==> src/rtl/core/gmr_pkg.sv <==
package gmr_pkg;

    localparam int SIDE        = 5;
    localparam logic [2:0] SIDE_MAX = 3'd4;
    localparam int GLYPH_BITS  = 25;
    localparam int BIT_W       = 13;   // bit offset of a line, up to 255*25+20
    localparam int X_W         = 10;   // byte offset of a line
    localparam int M_W         = 8;    // reciprocal width
    localparam int RECIP_SHIFT = 10;
    localparam int P_W         = X_W + M_W;
    localparam int Q_W         = P_W - RECIP_SHIFT;

    localparam logic CMD_LOAD = 1'b0;
    localparam logic CMD_DRAW = 1'b1;

    localparam logic [1:0] CFG_ROTATION   = 2'd0;
    localparam logic [1:0] CFG_FIRST_CHAR = 2'd1;
    localparam logic [1:0] CFG_NUM_CHARS  = 2'd2;

    localparam logic [1:0] ROT_COLS_UP   = 2'd0;
    localparam logic [1:0] ROT_ROWS_FLIP = 2'd1;
    localparam logic [1:0] ROT_COLS_FLIP = 2'd2;
    localparam logic [1:0] ROT_ROWS      = 2'd3;

    typedef struct packed {
        logic [1:0] rotation;
        logic [6:0] first_char;
        logic [7:0] num_chars;
    } t_cfg;

    // item leaving the sequencer: one load or one cell of a draw
    typedef struct packed {
        logic        vld;
        logic        is_load;
        logic [8:0]  addr;
        logic [7:0]  data_b;
        logic [7:0]  glyph;
        logic        gok;
        logic [2:0]  row;
        logic [2:0]  col;
        logic [4:0]  sx;
        logic [4:0]  sy;
        logic [31:0] color;
        logic        last;
    } t_tok;

    typedef struct packed {
        logic        vld;
        logic        is_load;
        logic        wen;
        logic [8:0]  addr;
        logic [7:0]  data_b;
        logic        ok;
        logic [2:0]  f;
        logic [2:0]  scol;
        logic [2:0]  row;
        logic [2:0]  col;
        logic [31:0] color;
        logic        last;
    } t_cel;

    function automatic logic [4:0] cell_index(input logic [1:0] rot,
                                              input logic [2:0] row,
                                              input logic [2:0] col);
        logic [4:0] r5;
        logic [4:0] c5;
        logic [4:0] m5;
        logic [4:0] s5;
        logic [4:0] res;
        r5 = {2'b00, row};
        c5 = {2'b00, col};
        m5 = 5'd4;
        s5 = 5'd5;
        unique case (rot)
            ROT_COLS_UP:   res = c5 * s5 + (col[0] ? r5 : m5 - r5);
            ROT_ROWS_FLIP: res = (m5 - r5) * s5 + (row[0] ? c5 : m5 - c5);
            ROT_COLS_FLIP: res = (m5 - c5) * s5 + (col[0] ? m5 - r5 : r5);
            ROT_ROWS:      res = r5 * s5 + (row[0] ? m5 - c5 : c5);
            default:       res = r5 * s5 + (row[0] ? m5 - c5 : c5);
        endcase
        return res;
    endfunction

endpackage

==> src/rtl/core/gmr_pix.sv <==
module gmr_pix (
    input  logic          i_clk,
    input  logic          i_rst_n,
    input  gmr_pkg::t_cel i_cel,
    input  logic [15:0]   i_word,
    input  logic [1:0]    i_rotation,
    input  logic          i_m_ready,
    output logic          o_adv,
    output logic          o_vld,
    output logic [4:0]    o_index,
    output logic [31:0]   o_color,
    output logic          o_lit,
    output logic          o_last
);
    import gmr_pkg::*;

    logic        r_vld;
    logic [4:0]  r_idx;
    logic [31:0] r_color;
    logic        r_lit;
    logic        r_last;
    logic [3:0]  w_sel;
    logic        w_on;

    always_comb begin
        o_adv = !r_vld || i_m_ready;
        // line sits at bits 15-f down to 11-f; pick the source column inside it
        w_sel = 4'd11 - {1'b0, i_cel.f} + {1'b0, i_cel.scol};
        w_on  = i_cel.ok && i_word[w_sel];
    end

    always_ff @(posedge i_clk) begin
        if (!i_rst_n) begin
            r_vld <= 1'b0;
        end else if (o_adv) begin
            r_vld <= i_cel.vld && !i_cel.is_load;
        end
    end

    always_ff @(posedge i_clk) begin
        if (o_adv) begin
            r_idx   <= cell_index(i_rotation, i_cel.row, i_cel.col);
            r_color <= w_on ? i_cel.color : '0;
            r_lit   <= w_on;
            r_last  <= i_cel.last;
        end
    end

    assign o_vld   = r_vld;
    assign o_index = r_idx;
    assign o_color = r_color;
    assign o_lit   = r_lit;
    assign o_last  = r_last;

endmodule
==> config.mk <==
export PLATFORM = sky130hd
export DESIGN_NAME = gmr_pix
export DESIGN_NICKNAME = d
export VERILOG_FILES = /design/src/rtl/core/gmr_pkg.sv /design/src/rtl/core/gmr_pix.sv
export SDC_FILE = /design/constraint.sdc
export NUM_CORES = 1
export LEC_CHECK = 0
export ABC_CLOCK_PERIOD_IN_PS = 3700
export BUFFER_PORTS_ARGS = -buffer_cell sky130_fd_sc_hd__clkbuf_2
export CAP_MARGIN = 15
export CORE_ASPECT_RATIO = 0.6
export CORE_MARGIN = 1
export CORE_UTILIZATION = 47
export DETAILED_ROUTE_END_ITERATION = 6
export PLACE_DENSITY = 0.78
export SYNTH_ARGS = -nofsm -noshare
export SYNTH_HDL_FRONTEND = slang
export SYNTH_SLANG_ARGS = --single-unit
==> constraint.sdc <==
create_clock -name i_clk -period 3.7 [get_ports i_clk]
set_input_delay 0 -clock i_clk [delete_from_list [all_inputs] [get_ports i_clk]]
set_output_delay 0 -clock i_clk [all_outputs]
set_load 0.02 [all_outputs]
; Yosys cells after proc, flatten, opt, wreduce, memory -nomap -nowiden
; Cells that the tools add are included.
[op_classes]
n_addsub = 8
n_mul = 4
magnitude_cmp = 1
n_eq_ne = 3
muxes = 7
reduce_logical = 6
[op_table]
columns = operator, count
row1 = 5-bit adder, 4
row2 = 5-bit two-way mux, 4
row3 = 5-bit one-hot mux with 4 select lines, 1
row4 = "3-bit by 3-bit multiplier with 5-bit output, second input constant", 2
row5 = "5-bit by 3-bit multiplier with 5-bit output, second input constant", 2
row6 = "3-bit by 3-bit subtractor with 4-bit output, first input constant", 2
row7 = "4-bit by 5-bit less-than comparator with 1-bit output, second input constant", 1
row8 = 4-bit by 3-bit adder with 4-bit output, 1
row9 = 1-bit binary-select mux with 4-bit select, 1
row10 = "2-bit == test, second input constant", 2
row11 = "4-bit by 3-bit subtractor with 4-bit output, first input constant", 1
row12 = "2-bit by 1-bit == test with 1-bit output, second input constant", 1
row13 = 1-bit logical AND, 2
row14 = 1-bit zero test, 2
row15 = 2-bit zero test, 1
row16 = 1-bit logical OR, 1
row17 = 1-bit two-way mux, 1
[totals]
regBits = 40
output_inout_bits = 41
word_cells = 34

; Longest topological paths before layout
; Gate-level depths: netlist of run 1.
[logic_depth]
ltp_word = 5
depth_mapped = 12
ltp_nobuf = 11

; Least setup slack after synthesis of run 1
; OpenSTA, ideal clock, no wires.
[synth_path]
path_kind = input port to flip-flop
from = input port i_cel[33] (netlist name)
to = register r_idx[4], in the netlist o_index[4] (data pin)
setup_ns = 0.265
arrival_ns = 2.467
required_ns = 3.435
path_slack_ns = 0.968
path_stages = 10
n_path_buf = 1
cell_sequence = clkbuf_1 inv_1 ha_1 ha_1 fa_1 ha_1 a21oi_1 xnor3_1 nand3b_1 o211ai_1
[synth_via]
elab_chain_len = 4
word_cells_on_any_way = 12
cone_classes = add/sub: 5 / mul: 2 / mux: 5
[synth_rtl]
columns = item, line_no
row1 = from (decl), gmr_pix.sv:4  ; input gmr_pkg::t_cel i_cel,
row2 = 3-bit by 3-bit subtractor with 4-bit output, -
row3 = "5-bit by 3-bit multiplier with 5-bit output, or another cell as far along", gmr_pkg.sv:77  ; ROT_COLS_FLIP: res = (m5 - c5) * s5 + (col[0] ? m5 - r5 : r5);
row4 = "5-bit adder, on equally long branches", -
row5 = 5-bit one-hot mux with 4 select lines (*), gmr_pkg.sv:74  ; unique case (rot)
row6 = to (signal assigned), gmr_pix.sv:42  ; r_idx <= cell_index(i_rotation, i_cel.row, i_cel.col);
row7 = to (decl), gmr_pix.sv:18  ; logic [4:0] r_idx;
; Every way passes the cells marked *; elsewhere a longest branch is shown, timed or not.
; A chain may end at the register's enable or synchronous reset.

; Worst setup path in the final report of run 1
; Ends and elaborated chain as after synthesis.

==> metrics.md, run 1 <==
| Metric | Value |
|---|---|
| Max-slew violation count | 0 |
| Mean area per synthesized cell | approximately 13 sq um |
| Fin crit share | 70.5% |
| First-pass detailed-route iteration total | 4 |
| Largest net degree at the start of global routing | between 40 and 50 |
| Diode count | 0 |
| Core ar. | 5600 sq um |
| Worst Tran Pin Value | about 0.99 ns |
| Worst path arrival time | between 2 and 3 ns |
| H-tree depth | 2 |
| Wire length per cell | roughly 15 um |
| Synth area leader | edfxtp_1 |
| Die X | slightly above 100 um |
| Outcome | completed |
| Via count | 2001 |
| Maximum clock rate | 383 MHz |
| Setup crit end kind | register |
| #FFs+latches synth | 40 |
| Nets | 441 |
| Share of layout cells above drive strength 1 | around two fifths |
| FFs w/ async S/R, synth | 0% |
| HPWL Detailed | around 4.8 mm |
| Mapped Area | 2750 sq um |
| Fill count | 469 |
| Synthesized netlist net count | roughly 330 |
| Synth Instances | between 200 and 250 |
| Cell Pwr Density | ~450 nW/um^2 |
| Clk Latency, worst-skew pair | just under 0.3 ns |
| RSZ-0062 raised after global routing | false |
| Initial Util | 49.1% |
| Total Neg Setup Slack | 0 ns |
| Total die area | approximately 6200 sq um |
| Number of global-route vias before repair | ~1.8k |
| First-pass GRT wire length | roughly 9.0 mm |
| Post-CTS Hold Buffers | 3 |
| Iteration-0 DRC Markers | 108 |
| Post-route minimum period | 2.61 ns |
| Most common cell after layout, fill and taps aside | clkbuf_2 |
| Clock transition time at the flip-flop clock pins of the worst setup and hold paths | 0.08 ns |
| Clock skew | about 0.013 ns |
| Vias per Instance | 5.08 |
| CTS Buffer Depth | 2 |
| Critical path type | input pin to register |
| Worst VDD drop | 240 uV |
| Num CTS Buffers | 5 |
| Final hold violations | 0 |
| CP Launch Type | input pin |
| Leakage | around 1.8 nW |
| Syn. warnings | 0 |
| EDFF count, synth | 39 |
| Unique cell type count in the Yosys netlist | 31 |
| P&R area growth vs syn | 27.2% |
| # rows | 21 |
| Minimum hold slack | 0.0146 ns |
| Remaining antenna violation count | 0 |
| GR Overflow Total | 0 |
| Initial antenna violation count | 0 |
| Share of the yosys chip area belonging to registers | 43.4% |
| CTS sink count | 40 |
| Total of max-cap violations | 0 |
| CTS resizes | 0 |
| Final setup vio count | 0 |
| Die H | a little over 60 um |
| Top FF cell, synth | edfxtp_1 |
| IO Pins | 128 |
| Detailed-route DRC error count | 0 |
| Slew headroom | between 30% and 40% |
| IO buf count | between 100 and 150 |
| Total Routing Usage GR | roughly a fifth |
| Clock root cell | clkbuf_8 |
| Worst-path maximum fanout | 11 |
| Most frequent cells in the layout | clkbuf_2 (109), edfxtp_1 (39), ha_1 (31), and3_1 (29), xnor2_1 (17) |
| Top-area cell type share of the netlist area | ~43% |
| CTS tree | done |
| Global placement routability congestion | around 0.88 |
| Hold Path Class | input pin to register |
| Post-CTS Setup Repair Bufs | 0 |
| WP data required | around 3.7 ns |
| Synth top area cells | edfxtp_1 (43%), ha_1 (14%), and3_1 (6.6%), fa_1 (6.6%), xnor2_1 (5.4%) |
| Final WL | between 6 and 7 mm |
==> logic make-up (layout without fill, tap and decap cells) <==
kind of cell               Yosys count  after routing  synth area share (%)
AOI/OAI and AO/OA                   19             19                  4.42
xor gates and xnor gates            25             25                  8.97
adders and majority gates           40             40                  20.7
buffers and inverters               23            132                  4.01
DFF                                 40             40                  43.4
muxes                               11             11                  8.29
and+or+nand+nor                     47             47                  10.3
==> layout make-up <==
| cell class | count | area, sq um | share of cell area, % |
|---|---|---|---|
| multi-input combinational | 142 | 1450 | 41.5 |
| timing repair buffer | 112 | 576 | 16.5 |
| clock inverter | 2 | 60.1 | 1.72 |
| clock buffer | 5 | 68.8 | 1.97 |
| sequential | 40 | 1190 | 34.1 |
| inverter | 13 | 48.8 | 1.40 |
| tap | 80 | 100 | 2.87 |
==> layer usage <==
layer | share of wire, % | GRT usage, % | up-vias
li1 | - | - | 976
met1 | 48 | 28.2 | 967
met2 | 46 | 30.8 | 56
met3 | 6.1 | 4.31 | 2
met4 | 0.42 | 3.73 | 0
met5 | 0 | 0 | -
==> report_power, final <==
| group | leakage, nW | internal, W | switching (W) | total (W) |
|---|---|---|---|---|
| Clock | 0.0642 | 0.000266 | 0.000148 | 0.000414 |
| Combinational | 1.32 | 0.000250 | 0.000312 | 0.000561 |
| Sequential | 0.456 | 0.000582 | 0.0000211 | 0.000603 |
==> flip-flops by register name, indices dropped and copies added, names as in the netlist <==
| signal | count |
|---|---|
| o_color | 32 |
| o_vld | 1 |
| o_lit | 1 |
| o_index | 5 |
| o_last | 1 |
==> synthesized netlist by cell type (all sizes together), types with 2 or more instances <==
cell and count:
xor2 6, o211ai 2, fa 9, xnor3 2
nand2b 3, ha 31, inv 13, xnor2 17
nand2 6, mux4 8, and2 2, clkbuf 6
edfxtp 39, a21o 4, and3 32, o21ai 5
buf 4, mux2 2, a21oi 4, or3 2
==> per-stage QoR <==
| stage | std cells | power, W | util [%] | setup WS, ns | instance area, sq um |
|---|---|---|---|---|---|
| global route | 394 | 0.00167 | 62.4 | 0.936 | 3490 |
| detailed placement | 384 | 0.00117 | 59.6 | 0.792 | 3330 |
| global placement | 384 | 0.00116 | 59.6 | 0.848 | 3330 |
| CTS | 394 | 0.00159 | 62.4 | 1.11 | 3490 |
| floorplan | 205 | 0.00101 | - | 0.968 | 2750 |
| finish | 394 | 0.00158 | 62.4 | 1.09 | 3490 |
==> critical path: stages <==
cell      delay, ns
clkbuf_2       0.23
inv_1          0.14
ha_1           0.38
ha_1           0.33
fa_1           0.49
ha_1           0.34
a21oi_1        0.13
xnor3_1        0.42
nand3b_1       0.10
o211ai_1       0.09
==> worst paths after layout <==
check	from	end	slack, ns	cells past startpoint
hold reg to reg	o_vld	o_color[24]	1.24	1
hold / removal	i_cel[5]	o_color[4]	0.01	2
setup reg to reg	o_vld	o_vld	1.79	3
setup / recovery	i_cel[33]	o_index[4]	1.09	10
Note: power is estimated with default switching activity, not from simulation.
==> inputs of run 2 (changes only) <==
- ABC_CLOCK_PERIOD_IN_PS: 3700 -> 2500
- clock period: 3.7 -> 2.5 ns (I/O delays scaled with it)
==> run 2 against run 1 <==
Compared with the run above:
- total power up 53%
- clock skew down 0.0081 ns
- final cell count up 5.3%
- critical path depth up 1
- register-to-register slack worse by 0.61 ns
- worst hold slack worse by 0.0049 ns
- clock power up 49%
- largest power group is now combinational cells
- largest cell class unchanged
- via count up 3.5%
- global-route usage up 1.4 points
- worst setup slack worse by 0.92 ns
- combinational power up 61%
==> metrics.md, run 2 (synthesized netlist as in run 1, its figures left out) <==
| Metric | Value |
|---|---|
| Num CTS Buffers | 5 (unchanged) |
| Fin area | 3680 sq um (+5.4%) |
| Number of global-route vias before repair | 1857 (+1.7%) |
| Slew headroom | 68.9% (+35 points) |
| Most common cell after layout, fill and taps aside | clkbuf_2 |
| CTS sink count | 40 (unchanged) |
| Diode count | 0 (unchanged) |
| Routed wl met2 | 2.97 mm (+7.9%) |
| Cell Pwr Density | 654 nW/um^2 (+45%) |
| Worst reg2reg setup slack | 1.18 ns (-0.61 ns) |
| RSZ-0062 raised after global routing | false |
| Via count | 2072 (+3.5%) |
| Initial antenna violation count | 0 (unchanged) |
| Worst path arrival time | 2.47 ns (-0.17 ns) |
| IO Pins | 128 (unchanged) |
| Core ar. | 5600 sq um (unchanged) |
| Global placement routability congestion | 0.919 (+4.9%) |
| First-pass GRT wire length | 9.43 mm (+5.2%) |
| Clock skew | 0.00513 ns (-0.00810 ns) |
| Initial Util | 49.1% (unchanged) |
| Highest metal used | met4 |
| WP data required | 2.64 ns (-1.09 ns) |
| Most frequent cells in the layout | clkbuf_2 (109), edfxtp_1 (39), ha_1 (30), and3_1 (29), buf_4 (20) |
| Worst Hold Depth | 2 (unchanged) |
| Clk Latency, worst-skew pair | 0.29 ns (about the same) |
| Wire length per cell | 15.4 um (+1.2%) |
| GR Overflow Total | 0 (unchanged) |
| Total of max-cap violations | 0 (unchanged) |
| Worst-path maximum fanout | 4 (-7) |
| CTS Buffer Depth | 2 (unchanged) |
| # rows | 21 (unchanged) |
| Iteration-0 DRC Markers | 126 (+17%) |
| Placed inst area | 3520 sq um (+5.5%) |
| Total die area | 6160 sq um (unchanged) |
| Worst VDD drop | 361 uV (+50%) |
| Total Routing Usage GR | 20.9% (+1.4 points) |
| Max-slew violation count | 0 (unchanged) |
| Number of flip-flops in the largest register | 32 (unchanged) |
| Post-route minimum period | between 2 and 2.5 ns |
| Final setup vio count | 0 (unchanged) |
| Critical path type | input pin to register |
| Final core occ | 65.8% (+3.4 points) |
| IO buf count | 109 (unchanged) |
| Outcome | completed |
| Final hold violations | 0 (unchanged) |
| Detailed-route DRC error count | 0 (unchanged) |
| Hold Path Class | input pin to register |
| Die H | 61.2 um (unchanged) |
| Clock root cell | clkbuf_8 |
| Fin crit share | around 93% |
| Setup crit end kind | register |
| CP Launch Type | input pin |
| CTS tree | done |
| Clock transition time at the flip-flop clock pins of the worst setup and hold paths | 0.08 ns (about the same) |
| M1 WL | 3.03 mm (+5.5%) |
| DR WL met3 | 388 um (+6.0%) |
| H-tree depth | 2 (unchanged) |
| Die X | 101 um (unchanged) |
| HPWL Detailed | 5.24 mm (+9.4%) |
| Nets | 462 (+4.8%) |
| Maximum clock rate | approximately 430 MHz |
| Fill count | 445 (-5.1%) |
| Leakage | 1.95 nW (+6.0%) |
| P&R area growth vs syn | 34.1% |
| Post-CTS Setup Repair Bufs | 0 (unchanged) |
| First-pass detailed-route iteration total | 4 (unchanged) |
| Vias per Instance | 4.99 (-1.7%) |
| Largest net degree at the start of global routing | 35 (-17%) |
| Final WL | 6.41 mm (+6.6%) |
| Remaining antenna violation count | 0 (unchanged) |
| Worst-case reg-to-reg path depth | 3 (unchanged) |
| Share of layout cells above drive strength 1 | 44.8% (+4.6 points) |
| Worst Tran Pin Value | 0.466 ns (-0.525 ns) |
run 2: worst max-delay path, cell delays in order:
cell and delay [ns]:
clkbuf_2 0.09, inv_1 0.05, ha_1 0.36, mux2_2 0.31
ha_1 0.28, ha_1 0.23, a21o_1 0.18, a21oi_1 0.20
xnor3_1 0.34, or3_1 0.33, o211ai_1 0.09
run 2: path summary, 6_finish.rpt:
check,start,endpoint
worst max-delay path,i_cel[36],o_index[4]
worst min-delay path,i_cel[9],o_color[8]
worst min register to register,o_vld,o_color[8]
worst max register to register,o_vld,o_vld
run 2: area by class of cell:
type | instances | area, sq um | share of cell area [%]
Clock buffer | 5 | 68.8 | 1.87
Timing Repair Buffer | 133 | 746 | 20.3
Sequential cell | 40 | 1190 | 32.3
Tap cell | 80 | 100 | 2.72
Inverter | 13 | 48.8 | 1.33
Clock inverter | 2 | 60.1 | 1.63
Multi-Input combinational cell | 142 | 1470 | 39.9
run 2: per-stage QoR:
stage / TNS, ns / worst slack (ns) / std cells / power [W] / hold slack [ns]
6_report: 0 / 0.168 / 415 / 0.00241 / 0.00966
5_1_grt: 0 / 0.00521 / 415 / 0.00254 / 0.00651
4_1_cts: 0 / 0.128 / 415 / 0.00243 / 0.00233
3_5_place_dp: -4.43 / -0.169 / 405 / 0.00181 / 0.180
3_3_place_gp: -1.15 / -0.0782 / 405 / 0.00178 / 0.188
2_1_floorplan: -0.00554 / -0.00554 / 205 / 0.00150 / 0.0989
run 2: what timing repair did:
| item | CTS | global route |
|---|---|---|
| endpoints found under the setup margin | 0 | 1 |
| hold buffers | 3 | 0 |
| endpoints found under the hold margin | 2 | 0 |
| gates resized for setup | 0 | 1 |
run 2: layer usage:
layer	vias to the layer above	GRT usage (%)
li1	1013	-
met1	983	29.2
met2	72	34.6
met3	4	5.33
met4	0	1.86
met5	-	0
run 2: where the power goes:
| part | internal, W | switching (W) |
|---|---|---|
| Sequential | 0.000861 | 0.0000296 |
| Clock | 0.000393 | 0.000222 |
| Combinational | 0.000426 | 0.000478 |
==> inputs of run 3 (changes only) <==
- CELL_PAD_IN_SITES_DETAIL_PLACEMENT: not set -> 1
- CELL_PAD_IN_SITES_GLOBAL_PLACEMENT: not set -> 1
- CORE_UTILIZATION: 47 -> 36
- PLACE_DENSITY: 0.78 -> 0.77
==> run 3 against run 2 <==
Compared with the run above:
- maximum frequency rose by 0.13%
- worst setup slack better by 0.0031 ns
- clock skew shrank 0.00088 ns
- core utilization shrank 14 points
- cell area up 2.3%
- final cell count up 7.0%
- global-route usage is 1.1 points lower
- die area rose by 30%
- wire length is 15% higher
==> metrics.md, run 3 (synthesized netlist as in run 1, its figures left out) <==
| Metric | Value |
|---|---|
| Worst Tran Pin Value | 0.584 ns (+0.119 ns) |
| Wire length per cell | 16.7 um (+7.9%) |
| Worst VDD drop | 405 uV (+12%) |
| Number of flip-flops in the largest register | 32 (unchanged) |
| Share of layout cells above drive strength 1 | 44.7% (-0.070 points) |
| Fill count | 826 (+86%) |
| CTS resizes | 0 (unchanged) |
| HPWL Detailed | 6.20 mm (+18%) |
| Slew headroom | 61.0% (-7.9 points) |
| Minimum hold slack | 0.0345 ns (+0.0248 ns) |
| Vias per Instance | 4.79 (-4.0%) |
| Die H | 69.7 um (+14%) |
| # rows | 24 (+14%) |
| First-pass GRT wire length | 11.8 mm (+25%) |
| FF/Latch Area | 1190 sq um (unchanged) |
| Total Routing Usage GR | 19.7% (-1.1 points) |
| Final core occ | 51.4% (-14 points) |
| Leakage | 1.98 nW (+1.4%) |
| GR Overflow Total | 0 (unchanged) |
| Via count | 2128 (+2.7%) |
| WP data required | 2.52 ns (-0.12 ns) |
| CTS tree | done |
| Outcome | completed |
| Worst path arrival time | 2.35 ns (-0.12 ns) |
| Num CTS Buffers | 5 (unchanged) |
| Placed inst area | 3580 sq um (+1.7%) |
| CTS Buffer Depth | 2 (unchanged) |
| Total die area | 7990 sq um (+30%) |
| Number of global-route vias before repair | 2248 (+21%) |
| CP cell instances | clkbuf_2 -> inv_1 -> ha_1 -> ha_1 -> inv_1 -> fa_1 -> mux4_1 -> mux4_2 -> buf_12 -> and3_1 |
| IO buf count | 109 (unchanged) |
| Global placement routability congestion | 0.829 (-9.8%) |
| Clk Latency, worst-skew pair | 0.27 ns (-0.02 ns) |
| Worst path max stage delay | 0.56 ns (+0.20 ns) |
| Clock skew | 0.00425 ns (-0.000878 ns) |
| CP Launch Type | input pin |
| Crit path setup slack, layout | 0.171 ns (+0.00309 ns) |
| Initial antenna violation count | 0 (unchanged) |
| Worst-case reg-to-reg path depth | 3 (unchanged) |
| Setup crit end kind | register |
| Final hold violations | 0 (unchanged) |
| Final setup vio count | 0 (unchanged) |
| Total of max-cap violations | 0 (unchanged) |
| Detailed-route DRC error count | 0 (unchanged) |
| Clock transition time at the flip-flop clock pins of the worst setup and hold paths | 0.06 ns (-0.02 ns) |
| P&R area growth vs syn | 37.2% |
| Max-slew violation count | 0 (unchanged) |
| FF-to-FF Start | o_vld |
| Dpl ws | -0.137 ns (+0.0320 ns) |
| Worst-path maximum fanout | 25 (+21) |
| Hold Path Class | input pin to register |
| Core ar. | 7330 sq um (+31%) |
| Worst path slowest cell | fa_1 |
| Post-route minimum period | 2.33 ns (-0.00309 ns) |
| Remaining antenna violation count | 0 (unchanged) |
| RSZ-0062 raised after global routing | false |
| First-pass detailed-route iteration total | 4 (unchanged) |
| Worst reg2reg setup slack | 0.90 ns (-0.28 ns) |
| Clock root cell | clkbuf_16 |
| Multi-input logic area | 1460 sq um (-0.51%) |
| HP Start | i_cel[19] |
| CTS sink count | 40 (unchanged) |
| Die X | 115 um (+14%) |
| Most frequent cells in the layout | clkbuf_2 (109), edfxtp_1 (39), ha_1 (30), and3_1 (29), buf_4 (24) |
| Post-CTS Setup Repair Bufs | 0 (unchanged) |
| H-tree depth | 2 (unchanged) |
| Diode count | 0 (unchanged) |
| Final WL | 7.40 mm (+15%) |
| Critical path type | input pin to register |
| Initial Util | 37.5% (-12 points) |
| Worst Hold Depth | 2 (unchanged) |
| IO Pins | 128 (unchanged) |
| Critical Path Start | i_cel[43] |
| Fin area | 3770 sq um (+2.3%) |
| Iteration-0 DRC Markers | 175 (+39%) |
| Largest net degree at the start of global routing | 34 (-2.9%) |
| Fin crit share | 93.1% (-0.12 points) |
| Most common cell after layout, fill and taps aside | clkbuf_2 |
| Cell Pwr Density | 674 nW/um^2 (+2.9%) |
| Maximum clock rate | 429 MHz (+0.13%) |
| Nets | 466 (+0.87%) |
-- run 3: power breakdown --
part,switching [W],internal (W),leakage [nW]
clock network,0.000236,0.000463,0.0789
registers,0.0000361,0.000864,0.456
logic,0.000499,0.000441,1.45
-- run 3: per-layer routing --
| metal | vias up | share of wire (%) | GRT usage, % |
|---|---|---|---|
| li1 | 1026 | - | - |
| met1 | 1041 | 49 | 28.8 |
| met2 | 59 | 47 | 32.3 |
| met3 | 2 | 3.5 | 2.80 |
| met4 | 0 | 0.37 | 1.88 |
| met5 | - | 0 | 0 |
-- run 3: stage by stage --
step / setup TNS, ns / instances / power, W
after floorplan: -0.00554 / 205 / 0.00150
after global placement: -1.95 / 433 / 0.00181
after detailed placement: -3.44 / 433 / 0.00185
after CTS: 0 / 444 / 0.00257
after global routing: 0 / 444 / 0.00267
final: 0 / 444 / 0.00254
-- run 3: cell type report --
class	count	area share, %
clock buffers	5	3.32
clock inverters	3	0.996
inverters	13	1.29
multi-input cells	142	38.7
flip-flops and latches	40	31.6
well taps	104	3.45
repair buffers	137	20.6
-- run 3: critical path, delay by kind of cell --
| kind | cells | cell delay (ns) |
|---|---|---|
| adder cells (fa/ha/maj) | 3 | 0.96 |
| multiplexers | 2 | 0.83 |
| buffers and inverters | 4 | 0.34 |
| AND/OR/NAND/NOR | 1 | 0.20 |
-- run 3: final timing paths --
kind	endpoint
max	o_color[3]
min	o_color[18]
max reg2reg	o_vld
min reg2reg	o_last
-- run 3: repair_timing --
action | in CTS | in global routing
setup endpoints to repair | 0 | 0
endpoints found under the hold margin | 2 | 0
hold buffers | 3 | 0
