## src/rtl/core/gmr_pkg.sv

```systemverilog
package gmr_pkg;

    localparam int SIDE        = 5;
    localparam logic [2:0] SIDE_MAX = 3'd4;
    localparam int GLYPH_BITS  = 25;
    localparam int BIT_W       = 13;   // bit offset of a line, up to 255*25+20
    localparam int X_W         = 10;   // byte offset of a line
    localparam int M_W         = 8;    // reciprocal width
    localparam int RECIP_SHIFT = 10;
    localparam int P_W         = X_W + M_W;
    localparam int Q_W         = P_W - RECIP_SHIFT;

    localparam logic CMD_LOAD = 1'b0;
    localparam logic CMD_DRAW = 1'b1;

    localparam logic [1:0] CFG_ROTATION   = 2'd0;
    localparam logic [1:0] CFG_FIRST_CHAR = 2'd1;
    localparam logic [1:0] CFG_NUM_CHARS  = 2'd2;

    localparam logic [1:0] ROT_COLS_UP   = 2'd0;
    localparam logic [1:0] ROT_ROWS_FLIP = 2'd1;
    localparam logic [1:0] ROT_COLS_FLIP = 2'd2;
    localparam logic [1:0] ROT_ROWS      = 2'd3;

    typedef struct packed {
        logic [1:0] rotation;
        logic [6:0] first_char;
        logic [7:0] num_chars;
    } t_cfg;

    // item leaving the sequencer: one load or one cell of a draw
    typedef struct packed {
        logic        vld;
        logic        is_load;
        logic [8:0]  addr;
        logic [7:0]  data_b;
        logic [7:0]  glyph;
        logic        gok;
        logic [2:0]  row;
        logic [2:0]  col;
        logic [4:0]  sx;
        logic [4:0]  sy;
        logic [31:0] color;
        logic        last;
    } t_tok;

    typedef struct packed {
        logic        vld;
        logic        is_load;
        logic        wen;
        logic [8:0]  addr;
        logic [7:0]  data_b;
        logic        ok;
        logic [2:0]  f;
        logic [2:0]  scol;
        logic [2:0]  row;
        logic [2:0]  col;
        logic [31:0] color;
        logic        last;
    } t_cel;

    function automatic logic [4:0] cell_index(input logic [1:0] rot,
                                              input logic [2:0] row,
                                              input logic [2:0] col);
        logic [4:0] r5;
        logic [4:0] c5;
        logic [4:0] m5;
        logic [4:0] s5;
        logic [4:0] res;
        r5 = {2'b00, row};
        c5 = {2'b00, col};
        m5 = 5'd4;
        s5 = 5'd5;
        unique case (rot)
            ROT_COLS_UP:   res = c5 * s5 + (col[0] ? r5 : m5 - r5);
            ROT_ROWS_FLIP: res = (m5 - r5) * s5 + (row[0] ? c5 : m5 - c5);
            ROT_COLS_FLIP: res = (m5 - c5) * s5 + (col[0] ? m5 - r5 : r5);
            ROT_ROWS:      res = r5 * s5 + (row[0] ? m5 - c5 : c5);
            default:       res = r5 * s5 + (row[0] ? m5 - c5 : c5);
        endcase
        return res;
    endfunction

endpackage

```

## src/rtl/core/gmr_addr.sv

```systemverilog
module gmr_addr #(
    parameter int STORE_BYTES = 512,
    localparam int ADDR_W = $clog2(STORE_BYTES)
) (
    input  logic              i_clk,
    input  logic              i_rst_n,
    input  logic              i_adv,
    input  gmr_pkg::t_tok     i_tok,
    output gmr_pkg::t_cel     o_cel,
    output logic [ADDR_W-1:0] o_a0,
    output logic [ADDR_W-1:0] o_a1
);
    import gmr_pkg::*;

    localparam int N_W   = $clog2(STORE_BYTES + 1);
    localparam int QN_W  = N_W + Q_W;
    localparam int RECIP = (1 << RECIP_SHIFT) / STORE_BYTES;

    // stage 1: source row/column and bit offset
    logic signed [5:0] w_src;
    logic signed [5:0] w_sc;
    logic [BIT_W-1:0]  w_bit;
    logic [QN_W-1:0]   w_fa;
    t_cel              n_c1;

    t_cel             r_c1, r_c2, r_c3, r_c4;
    logic [X_W-1:0]   r_x1, r_x2, r_x3;
    logic [P_W-1:0]   r_p2;
    logic [QN_W-1:0]  r_qn3;
    logic [ADDR_W-1:0] r_a0, r_a1;

    logic [Q_W-1:0]   w_q;
    logic [QN_W-1:0]  w_rem, w_remc, w_nxt, w_a1, w_wa;
    logic [ADDR_W-1:0] n_a0, n_a1;

    always_comb begin
        w_src = $signed({3'b000, i_tok.row}) - 6'($signed(i_tok.sy));
        w_sc  = $signed({3'b000, i_tok.col}) + 6'($signed(i_tok.sx));
        w_bit = BIT_W'(i_tok.glyph) * BIT_W'(GLYPH_BITS)
              + BIT_W'(w_src[2:0]) * BIT_W'(SIDE);
        w_fa  = QN_W'(i_tok.addr);

        n_c1         = '0;
        n_c1.vld     = i_tok.vld;
        n_c1.is_load = i_tok.is_load;
        n_c1.wen     = w_fa < QN_W'(STORE_BYTES);
        n_c1.addr    = i_tok.addr;
        n_c1.data_b  = i_tok.data_b;
        n_c1.ok      = i_tok.gok && (w_src >= 6'sd0) && (w_src <= 6'sd4)
                     && (w_sc >= 6'sd0) && (w_sc <= 6'sd4);
        n_c1.f       = w_bit[2:0];
        n_c1.scol    = w_sc[2:0];
        n_c1.row     = i_tok.row;
        n_c1.col     = i_tok.col;
        n_c1.color   = i_tok.color;
        n_c1.last    = i_tok.last;
    end

    // stage 3 and 4: byte offset modulo the store size by reciprocal
    always_comb begin
        w_q    = r_p2[P_W-1:RECIP_SHIFT];
        w_rem  = QN_W'(r_x3) - r_qn3;
        w_remc = (w_rem >= QN_W'(STORE_BYTES)) ? w_rem - QN_W'(STORE_BYTES) : w_rem;
        w_nxt  = w_remc + QN_W'(1);
        w_a1   = (w_nxt == QN_W'(STORE_BYTES)) ? '0 : w_nxt;
        w_wa   = QN_W'(r_c3.addr);
        n_a0   = r_c3.is_load ? w_wa[ADDR_W-1:0] : w_remc[ADDR_W-1:0];
        n_a1   = w_a1[ADDR_W-1:0];
    end

    always_ff @(posedge i_clk) begin
        if (!i_rst_n) begin
            r_c1 <= '0;
            r_c2 <= '0;
            r_c3 <= '0;
            r_c4 <= '0;
        end else if (i_adv) begin
            r_c1 <= n_c1;
            r_c2 <= r_c1;
            r_c3 <= r_c2;
            r_c4 <= r_c3;
        end
    end

    always_ff @(posedge i_clk) begin
        if (i_adv) begin
            r_x1  <= w_bit[BIT_W-1:3];
            r_x2  <= r_x1;
            r_p2  <= P_W'(r_x1) * P_W'(RECIP);
            r_x3  <= r_x2;
            r_qn3 <= QN_W'(w_q) * QN_W'(STORE_BYTES);
            r_a0  <= n_a0;
            r_a1  <= n_a1;
        end
    end

    assign o_cel = r_c4;
    assign o_a0  = r_a0;
    assign o_a1  = r_a1;

endmodule

```

## config.mk

```make
export PLATFORM = sky130hd
export DESIGN_NAME = gmr_addr
export DESIGN_NICKNAME = d
export VERILOG_FILES = /design/src/rtl/core/gmr_pkg.sv /design/src/rtl/core/gmr_addr.sv
export SDC_FILE = /design/constraint.sdc
export NUM_CORES = 1
export LEC_CHECK = 0
export BUFFER_PORTS_ARGS = -buffer_cell sky130_fd_sc_hd__buf_2
export CAP_MARGIN = 20
export CORE_MARGIN = 5
export CORE_UTILIZATION = 58
export CTS_BUF_LIST = sky130_fd_sc_hd__clkbuf_16
export DETAILED_ROUTE_END_ITERATION = 12
export PLACE_DENSITY = 0.8
export SETUP_SLACK_MARGIN = 0.3
export SYNTH_ARGS = -nofsm -noshare
export SYNTH_HDL_FRONTEND = slang
export SYNTH_SLANG_ARGS = --single-unit
export TNS_END_PERCENT = 1
```

## constraint.sdc

```tcl
create_clock -name i_clk -period 4.3 [get_ports i_clk]
set_input_delay 0.43 -clock i_clk [delete_from_list [all_inputs] [get_ports i_clk]]
set_output_delay 0.43 -clock i_clk [all_outputs]
set_load 0.03 [all_outputs]
```

# Word-level counts from Yosys, hierarchy flattened

Index checks and enable logic that the tools add are counted.

Register bits: 313
Output and inout bits: 84

$add $sub $neg: 6
Multipliers: 2
Magnitude comparators: 5
Eq/ne operators: 1
Mux-type cells: 2
Reduce and logical (&&, ||, !) cells: 4

Operators by type and width:

| kind                   | count |
|---|---|
| $add 18x1->18 const B  | 1 |
| $eq 18x10->1 const B   | 1 |
| $ge 18x10->1 const B   | 1 |
| $mux 18                | 1 |
| $add 13x6->13          | 1 |
| $mul 8x5->13 const B   | 1 |
| $ge 6x1->1 const B     | 2 |
| $le 6x4->1 const B     | 2 |
| $sub 11x11->12 const B | 1 |
| $sub 10x10->11         | 1 |
| $mux 9                 | 1 |
| $add 4x5->6            | 1 |
| $mul 3x3->6 const B    | 1 |
| $sub 4x5->6            | 1 |
| $logic_and 1x1->1      | 4 |

# Longest topological paths before layout

Gate-level depths: netlist of the first run.

Depth after elaboration: 6
Gate-level depth with buffers: 18
Gate-level depth less buffers: 18

# Worst setup path before layout of the first run

Ideal clock, no wire load.

Kind: input-to-reg
Start point: input port i_tok[46] (netlist bit)
End point: register r_x1[8] (data pin)
Arrival: 3.620 ns
Setup slack: 0.420 ns
Cell stages on the path: 17
Cell sequence: inv_1 > ha_1 > inv_1 > fa_1 > xor2_1 > ha_1 > inv_1 > fa_1 > inv_1 > ha_1 > ha_1 > ha_1 > a211oi_2 > o211ai_1 > a31o_1 > a21oi_2 > xnor2_1

Cells in the longest elaborated chain, start to end: 3

RTL lines:

| element              | line           | RTL |
|---|---|---|
| start, declared      | gmr_addr.sv:8  | `input gmr_pkg::t_tok i_tok,` |
| $sub 4x5->6          | gmr_addr.sv:37 | `w_src = $signed({3'b000, i_tok.row}) - 6'($signed(i_tok.sy));` |
| $mul 3x3->6          | gmr_addr.sv:40 | `+ BIT_W'(w_src[2:0]) * BIT_W'(SIDE);` |
| $add 13x6->13        | gmr_addr.sv:40 |  |
| via w_bit[11]        | gmr_addr.sv:22 | `logic [BIT_W-1:0] w_bit;` |
| end signal, assigned | gmr_addr.sv:87 | `r_x1 <= w_bit[BIT_W-1:3];` |
| end, declared        | gmr_addr.sv:27 | `logic [X_W-1:0] r_x1, r_x2, r_x3;` |

The timed path passes the listed nets, and every way through them passes these cells.
A chain may end at the register's enable or synchronous reset.

# Worst setup path in the final report of the first run

Ends and elaborated chain as after synthesis.

==> metrics, run 1 <==
LEAKAGE=6.56 nW; Post-CTS Setup Inserts=0; Ports=164; RSZ-0062 raised after global routing=false; endpoint class of the critical path=flop; Pwr per Cell Area=449 nW/um2; Worst Skew=7.12 ps; setup slack after layout=624 ps; DIE HEIGHT=158 um; number of antenna diodes=0; WL/cell=14.2 um; dpl hpwl=14,300 um; unique cell type count in the Yosys netlist=38; Worst Hold Class=in2reg; drt via density=4.97; final period utilization=0.855; Congestion Overflow GR=0; min-delay src=i_tok[27]; Layout area overhead=15.0%; top_reg_cell synth=dfxtp_1; Final Critical Period=3680 ps; Worst VDD drop=0.352 mV; cts hold-fix bufs=0; I/O Buffers=163; DR pass1 iterations=4; Cells after Synth=1,076; reg2reg path depth=5; Worst setup SP type=primary input; Final Hold Slack=156 ps; Resized cells post-CTS=0; RR Endpoint=o_a1[1]; clock transition at the registers of the reported paths=60 ps; CTS tree=done; Post-synth EDFFs=45; Slew Limit Fails=0; power consumption=6.59 mW; Max FO, Critical Path=3; layout cells sized above 1=0.183; final setup TNS=0 ps; Ys Warns=0; # DRC=0; die area=25,000 um2; max-cap viol count=0; Post-DRT Antenna Nets=0; Finish-stage setup viols=0; initial antenna violation count=0; Avg Inst Size Synth=11.8 um2; Cell Area, Synth=12,700 um2; CP Class=in2reg; Final Wtd Congestion=0.789; pin count of the biggest net entering global routing=122; status=finished, final reports clean; CTS Buffer Depth=3; final hold violations=0; setup slack, reg-to-reg=2710 ps; CTS Buf Count=31; Sink Count=309; CP required=4580 ps; H-Tree Depth=1; post-synthesis sequential area ratio=0.521; core area=21,800 um2; initial core utilization=0.586; fillers=1,643; worst setup path start=i_tok[46]; worst skew pair latency=540 ps; Post-Synthesis Net Count=1,210; Root Buffer=clkbuf_16; Die W=158 um; Post-Place Worst Slack=60.0 ps; Slew HR=0.431; drt first-iter violations=337; fmax=0.272 GHz; asr flop ratio synth=0; CP arrival=3960 ps; Final Core Density=0.674; Worst R2R Start=r_x3[0]; Synth Register Bits=309; Rows=54; DRT Wirelength=21,600 um; global-route usage over all layers=0.167; first-pass GRT wire length=35,100 um; vias=7,569; Worst-Margin Slew=854 ps; Final nets=1,353; vias in the first global route=7,292; end of the critical path=r_x1[8]
-- registers in the layout, summed over array words and instances, names as in the netlist, 66 cells and up --
| name | cells |
|---|---|
| o_cel | 66 |
| r_c1 | 66 |
| r_c2 | 66 |
| r_c3 | 66 |
-- critical path: stages --
cell,delay (ps)
buf_2,100
inv_1,70
ha_1,140
inv_1,50
fa_1,410
xor2_1,210
ha_1,170
inv_1,50
fa_1,470
inv_1,40
ha_1,270
ha_1,330
ha_1,340
a211oi_2,280
o211ai_1,150
a31o_1,240
a21oi_2,140
xnor2_1,70
-- cell type report --
type                    instances  area (um2)  share of cell area
well taps                     280         350              0.0239
repair buffers                170         922              0.0629
clock inverters                24         141             0.00964
multi-input cells             667        5640               0.384
inverters                      40         150              0.0102
clock buffers                  33         826              0.0563
flip-flops and latches        309        6640               0.453
-- metrics by stage --
stage | cell area, um2 | instances
6_report | 14700 | 1523
5_1_grt | 14700 | 1523
4_1_cts | 14700 | 1523
3_5_place_dp | 13700 | 1466
3_3_place_gp | 13700 | 1466
2_1_floorplan | 12700 | 1076
-- how the worst min path moves through the flow --
stage / cells past startpoint / end / slack, ps
6_report: 3 / r_c1[27] / 160
5_1_grt: 3 / r_c1[49] / 140
4_1_cts: 3 / r_c1[9] / 130
3_5_place_dp: 0 / r_x2[5] / 410
3_3_place_gp: 0 / r_x3[6] / 400
2_1_floorplan: 0 / r_x2[0] / 400
-- kinds of logic after synthesis --
kind of cell             share of synthesized area
flip-flops                                   0.521
adder cells (fa/ha/maj)                     0.0583
XOR/XNOR                                    0.0131
multiplexers                                 0.213
buffers and inverters                       0.0372
AO/OA/AOI/OAI                               0.0172
AND/OR/NAND/NOR                              0.141
-- cell usage in the layout, fill, tap and decap left out, types with 3 or more instances in the layout --
master and count:
clkinv_2 6, buf_12 3, nor2b_1 261, ha_1 45, inv_1 49, buf_4 4
o21ai_0 4, dfxtp_1 264, fa_1 9, buf_2 161, xor2_1 6, nor2_1 9
xnor2_1 13, nand3_1 10, clkinv_1 4, mux2_2 8, mux2i_1 262, edfxtp_1 45
clkbuf_16 33, nand2_1 11, a21oi_1 3, a21o_1 3
-- metal layers --
metal / global-route usage / share of wire / vias to the layer above
met5: 0 / 0 / -
met4: 0.0439 / 0.021 / 0
met3: 0.0402 / 0.059 / 36
met2: 0.270 / 0.46 / 144
met1: 0.226 / 0.46 / 3484
li1: - / - / 3905
-- cell usage after synthesis, types with 2 or more instances --
cell / count / share of area
mux2_2: 8 / 0.0071
buf_4: 24 / 0.014
nand2_1: 11 / 0.0032
mux2i_1: 262 / 0.21
xnor2_1: 13 / 0.0089
fa_1: 9 / 0.014
nand2b_1: 2 / 0.00098
clkbuf_1: 29 / 0.0085
nand3_1: 10 / 0.0039
a21oi_1: 3 / 0.0012
ha_1: 45 / 0.044
inv_1: 40 / 0.012
buf_2: 7 / 0.0027
nor2_1: 9 / 0.0026
o21ai_0: 4 / 0.0016
o21ai_1: 2 / 0.00079
dfxtp_1: 264 / 0.41
nor2b_1: 261 / 0.13
a21o_1: 3 / 0.0018
xor2_1: 6 / 0.0041
a21oi_2: 2 / 0.0014
a31oi_1: 2 / 0.00098
edfxtp_1: 45 / 0.11
-- report_power, final --
| group | switching (mW) | internal, mW |
|---|---|---|
| Clock | 1.07 | 1.44 |
| Sequential | 0.0813 | 3.15 |
| Combinational | 0.455 | 0.394 |
Power figures use the tool's default switching activity.
==> run 2, diff against run 1 <==
- CELL_PAD_IN_SITES_DETAIL_PLACEMENT: not set -> 0
- CELL_PAD_IN_SITES_GLOBAL_PLACEMENT: not set -> 2
- CORE_UTILIZATION: 58 -> 24
- PLACE_DENSITY: 0.8 -> not set
- PLACE_DENSITY_LB_ADDON: not set -> 0.1
==> metrics, run 2 (synthesis results as in run 1) <==
global-route usage over all layers=0.0966; drt via density=3.89; setup slack, reg-to-reg=2720 ps; fmax=0.270 GHz; max-cap viol count=0; final hold violations=0; critical path's top delay family=adder cells; Cell Count, Final, Fillers Out=1,949; Final Hold Slack=144 ps; first-pass GRT wire length=44,600 um; share of power burned in the clock network=0.419; CP Class=in2reg; layout cells sized above 1=0.188; Pwr per Cell Area=460 nW/um2; CTS tree=done; core area=52,600 um2; Final Cell Area=15,400 um2; RSZ-0062 raised after global routing=false; Post-Place Worst Slack=-24.0 ps; final period utilization=0.861; LEAKAGE=6.70 nW; Cell Chain, Critical Path=buf_2, inv_1, ha_1, inv_1, fa_1, xor2_1, ha_1, inv_1, fa_1, inv_1, ha_1, ha_1, ha_1, a211oi_2, o211ai_1, a31o_1, a21oi_2, xnor2_1; Worst Skew=18.8 ps; clock transition at the registers of the reported paths=50 ps; Die W=240 um; vias=7,580; Worst VDD drop=0.238 mV; part of the power in registers=0.458; sw power=1.81 mW; Switching Fraction=0.255; commonest cells after routing, fill and taps aside=dfxtp_1, mux2i_1, nor2b_1; Buffers & Inverters on Critical Path=5; Final nets=1,364; # DRC=0; WL/cell=14.5 um; drt first-iter violations=278; CTS Buffer Depth=3; cts hold-fix bufs=0; Comb pwr share=0.123; Layout area overhead=20.9%; Post-CTS Setup Inserts=0; H-Tree Depth=2; CP required=4590 ps; dpl hpwl=18,300 um; cell count after placement=1,876; CP arrival=3990 ps; critical path's slowest cell=fa_1; Sink Count=309; Final Critical Period=3700 ps; Slew Limit Fails=0; initial antenna violation count=2; CP most frequent cell=ha_1; Final Wtd Congestion=0.672; Congestion Overflow GR=0; endpoint class of the critical path=flop; DIE HEIGHT=240 um; DR pass1 iterations=4; Rows=84; Worst Hold Class=in2reg; status=finished, final reports clean; CP max stage delay=470 ps; Resized cells post-CTS=0; Worst-Margin Slew=979 ps; setup slack after layout=597 ps; worst skew pair latency=550 ps; I/O Buffers=163; CTS Buf Count=40; Root Buffer=clkbuf_16; vias in the first global route=7,772; initial core utilization=0.243; Ports=164; Post-DRT Antenna Nets=0; fillers=5,467; Slew HR=0.347; Finish-stage setup viols=0; DRT Wirelength=28,300 um; total internal power=5.28 mW; Max FO, Critical Path=3; Worst setup SP type=primary input; die area=57,800 um2; placed cell areas=14,200 um2; pin count of the biggest net entering global routing=143; commonest non-fill, non-tap cell in the layout=dfxtp_1
-- run 2: cell count changes in the layout (fill, tap and decap cells not counted) --
cell        before  now
clkinv_4         1    0
bufinv_16        1    0
buf_12           3    5
diode_2          0    2
clkbuf_16       33   41
clkinvlp_4       2    0
inv_1           49   54
inv_6            1    2
clkinv_1         4    6
clkinv_2         6    8
-- run 2: path summary, 6_finish.rpt --
path / cells past startpoint / start / to
worst max-delay path: 18 / i_tok[46] / r_x1[8]
worst min-delay path: 3 / i_tok[18] / r_c1[18]
worst max register to register: 4 / r_x3[1] / o_a1[1]
worst min register to register: 0 / r_x1[8] / r_x2[8]
-- run 2: per-layer routing --
metal | vias up | part of all wire | track usage
met5 | - | 0 | 0
met1 | 3457 | 0.48 | 0.130
met3 | 50 | 0.054 | 0.0294
met4 | 0 | 0.028 | 0.0337
li1 | 3947 | - | -
met2 | 126 | 0.44 | 0.148
-- run 2: power groups by stage --
| stage | Clock (mW) | Combinational [mW] | Sequential [mW] |
|---|---|---|---|
| detailed placement | 0 | 0.891 | 3.31 |
| global route | 3.27 | 0.988 | 3.27 |
| finish | 2.97 | 0.874 | 3.25 |
| global placement | 0 | 0.893 | 3.31 |
| CTS | 3.15 | 0.899 | 3.25 |
| floorplan | 0 | 0.612 | 3.32 |
-- run 2: cell type report --
class / count / area, um2 / area share
timing repair buffer: 172 / 962 / 0.0624
sequential: 309 / 6640 / 0.431
tap: 688 / 861 / 0.0559
multi-input combinational: 667 / 5640 / 0.366
clock inverter: 30 / 133 / 0.00861
clock buffer: 41 / 1030 / 0.0666
inverter: 40 / 150 / 0.00974
antenna: 2 / 5.00 / 0.000325
-- run 2: stage by stage --
step / total power [mW] / utilization / setup TNS, ps
2_1_floorplan: 3.93 / - / 0
3_3_place_gp: 4.21 / 0.271 / -6.10
3_5_place_dp: 4.20 / 0.271 / -24.0
4_1_cts: 7.30 / 0.293 / 0
5_1_grt: 7.52 / 0.293 / 0
6_report: 7.09 / 0.293 / 0
-- run 2: worst min-delay path, cell delays in order --
cell	delay, ps
buf_2	80
mux2i_1	50
nor2b_1	90
==> run 3, diff against run 2 <==
--- a/config.mk
+++ b/config.mk
@@ -6,4 +6,5 @@
 export NUM_CORES = 1
 export LEC_CHECK = 0
+export ABC_AREA = 1
 export BUFFER_PORTS_ARGS = -buffer_cell sky130_fd_sc_hd__buf_2
 export CAP_MARGIN = 20
==> constraint.sdc (replaced) <==
create_clock -name i_clk -period 4.3 [get_ports i_clk]
set_input_delay 0.215 -clock i_clk [delete_from_list [all_inputs] [get_ports i_clk]]
set_output_delay 0.215 -clock i_clk [all_outputs]
set_load 0.03 [all_outputs]
==> metrics, run 3 <==
DIE HEIGHT=234 um; CP required=4590 ps; Hold Crit Depth=3; Max FO, Critical Path=5; placed cell areas=13,300 um2; Congestion Overflow GR=0; RR Endpoint=o_a1[8]; die area=54,900 um2; hold endpoint=r_c1[34]; number of antenna diodes=0; core area=50,000 um2; DR pass1 iterations=4; Ys Warns=0; drt first-iter violations=510; worst skew pair latency=530 ps; setup slack after layout=433 ps; commonest cells in the netlist=nor2_1, o21ai_0, dfxtp_1, inv_1, clkbuf_1; Worst Skew=9.14 ps; initial antenna violation count=0; Finish-stage setup viols=0; global-route usage over all layers=0.117; Final Hold Slack=65.4 ps; Final Cell Area=15,000 um2; WL/cell=14.2 um; layout cells sized above 1=0.140; Die W=234 um; Buffers & Inverters on Critical Path=4; Slew HR=0.304; RSZ-0062 raised after global routing=true; post-synthesis sequential area ratio=0.550; CP arrival=4150 ps; Post-Synthesis Net Count=1,552; Worst VDD drop=0.193 mV; Cell Chain, Critical Path=dlygate4sd3_1, buf_2, fa_1, nand2_1, and2_1, ha_1, inv_1, fa_1, inv_1, fa_1, ha_1, ha_1, a21oi_1, nand2_1, nand2_1, o211ai_1, nand2_1, nand2_1, nand2_1, nand2_1; Synth top area share=0.438; LEAKAGE=6.69 nW; Slew Limit Fails=0; Final Core Density=0.300; vias in the first global route=9,408; area leader, netlist=dfxtp_1; I/O Buffers=163; CP Class=in2reg; Post-synth EDFFs=45; endpoint class of the critical path=flop; max-cap viol count=0; H-Tree Depth=2; Avg Inst Size Synth=8.51 um2; worst setup path start=i_tok[47]; final period utilization=0.899; commonest non-fill, non-tap cell in the layout=nor2_1; Post-Place Worst Slack=161 ps; setup slack, reg-to-reg=2650 ps; status=finished, final reports clean; Root Buffer=clkbuf_16; first-pass GRT wire length=51,900 um; count leader, synth=nor2_1; final hold violations=0; Post-CTS Setup Inserts=0; drt via density=4.10; CP most frequent cell=nand2_1; ranking of synthesized cells by area=dfxtp_1, nor2_1, edfxtp_1; Worst setup SP type=primary input; Final Critical Period=3870 ps; reg2reg path depth=5; Cell Area, Synth=12,100 um2; Pwr per Cell Area=494 nW/um2; top_reg_cell synth=dfxtp_1; CP max stage delay=520 ps; Final Wtd Congestion=0.737; dpl hpwl=19,200 um; vias=9,429; clock transition at the registers of the reported paths=50 ps; Sink Count=309; Post-DRT Antenna Nets=0; unique cell type count in the Yosys netlist=27; DRT Wirelength=32,500 um; CTS Buf Count=40; fmax=0.259 GHz; Cells after Synth=1,418; critical path's slowest cell=dlygate4sd3_1; Layout area overhead=24.4%; Synth Register Bits=309; Worst-Margin Slew=1040 ps; min-delay src=i_tok[44]; Final nets=1,732; Worst Hold Class=in2reg; # DRC=0; critical path's top delay family=adder cells; Rows=82; CTS Buffer Depth=3; pin count of the biggest net entering global routing=173; initial core utilization=0.241; CTS tree=done; final setup TNS=0 ps; commonest cells after routing, fill and taps aside=nor2_1, o21ai_0, dfxtp_1; Worst R2R Start=r_x3[1]; asr flop ratio synth=0; Ports=164
run 3: cell count changes in the layout (fill, tap and decap cells not counted), moves of 5 or more:
| cell | change |
|---|---|
| nor2_1 | +515 |
| mux2_2 | -5 |
| nor2b_1 | -261 |
| dlygate4sd3_1 | +57 |
| xor2_1 | +7 |
| nand2_1 | +40 |
| a21oi_1 | +10 |
| xnor2_1 | -10 |
| inv_1 | +17 |
| mux2i_1 | -262 |
| o21ai_0 | +263 |
| nand3_1 | +6 |
run 3: timing repair:
item	CTS	global route
endpoints found under the setup margin	0	3
hold buffers	57	0
endpoints found under the hold margin	57	0
gates resized for setup	0	1
run 3: metrics by stage:
stage,power (mW),std cells
finish,7.41,2298
global placement,4.42,2171
CTS,7.60,2298
global route,7.85,2298
detailed placement,4.41,2171
floorplan,4.11,1418
run 3: logic make-up after synthesis:
group                      count (synthesis)  synth area share
and+or+nand+nor                          598             0.189
DFF                                      309             0.550
AOI/OAI and AO/OA                        285             0.119
buffers and inverters                    153            0.0656
adders and majority gates                 54            0.0616
xor gates and xnor gates                  16            0.0116
muxes                                      3           0.00280
run 3: worst max path at each step:
stage	end	cells after the start
global route	r_x1[8]	20
finish	r_x1[8]	20
floorplan	r_x1[5]	20
global placement	r_x1[5]	21
detailed placement	r_x1[5]	21
CTS	r_x1[5]	19
run 3: routing by layer:
metal / GRT usage / part of all wire / up-vias
met2: 0.177 / 0.43 / 129
li1: - / - / 4946
met4: 0.0329 / 0.021 / 0
met5: 0 / 0 / -
met3: 0.0305 / 0.047 / 44
met1: 0.165 / 0.50 / 4310
run 3: worst register-to-register path, stage by stage, from the launching register on:
cell	delay, ps
edfxtp_1	440
ha_1	220
nand3_1	120
nor3_1	290
nand3_1	150
xor2_1	170
run 3: area by class of cell:
type                    instances  area (um2)
fillers                      5424       35000
flip-flops and latches        309        6640
multi-input cells             956        4640
repair buffers                227        1470
clock buffers                  41        1030
well taps                     672         841
inverters                      64         248
clock inverters                29         154
run 3: where the power goes:
group          total, mW  internal (mW)  switching (mW)
clock network       3.04           1.78            1.27
registers           3.35           3.24           0.114
logic               1.02          0.375           0.641
total               7.41           5.39            2.02
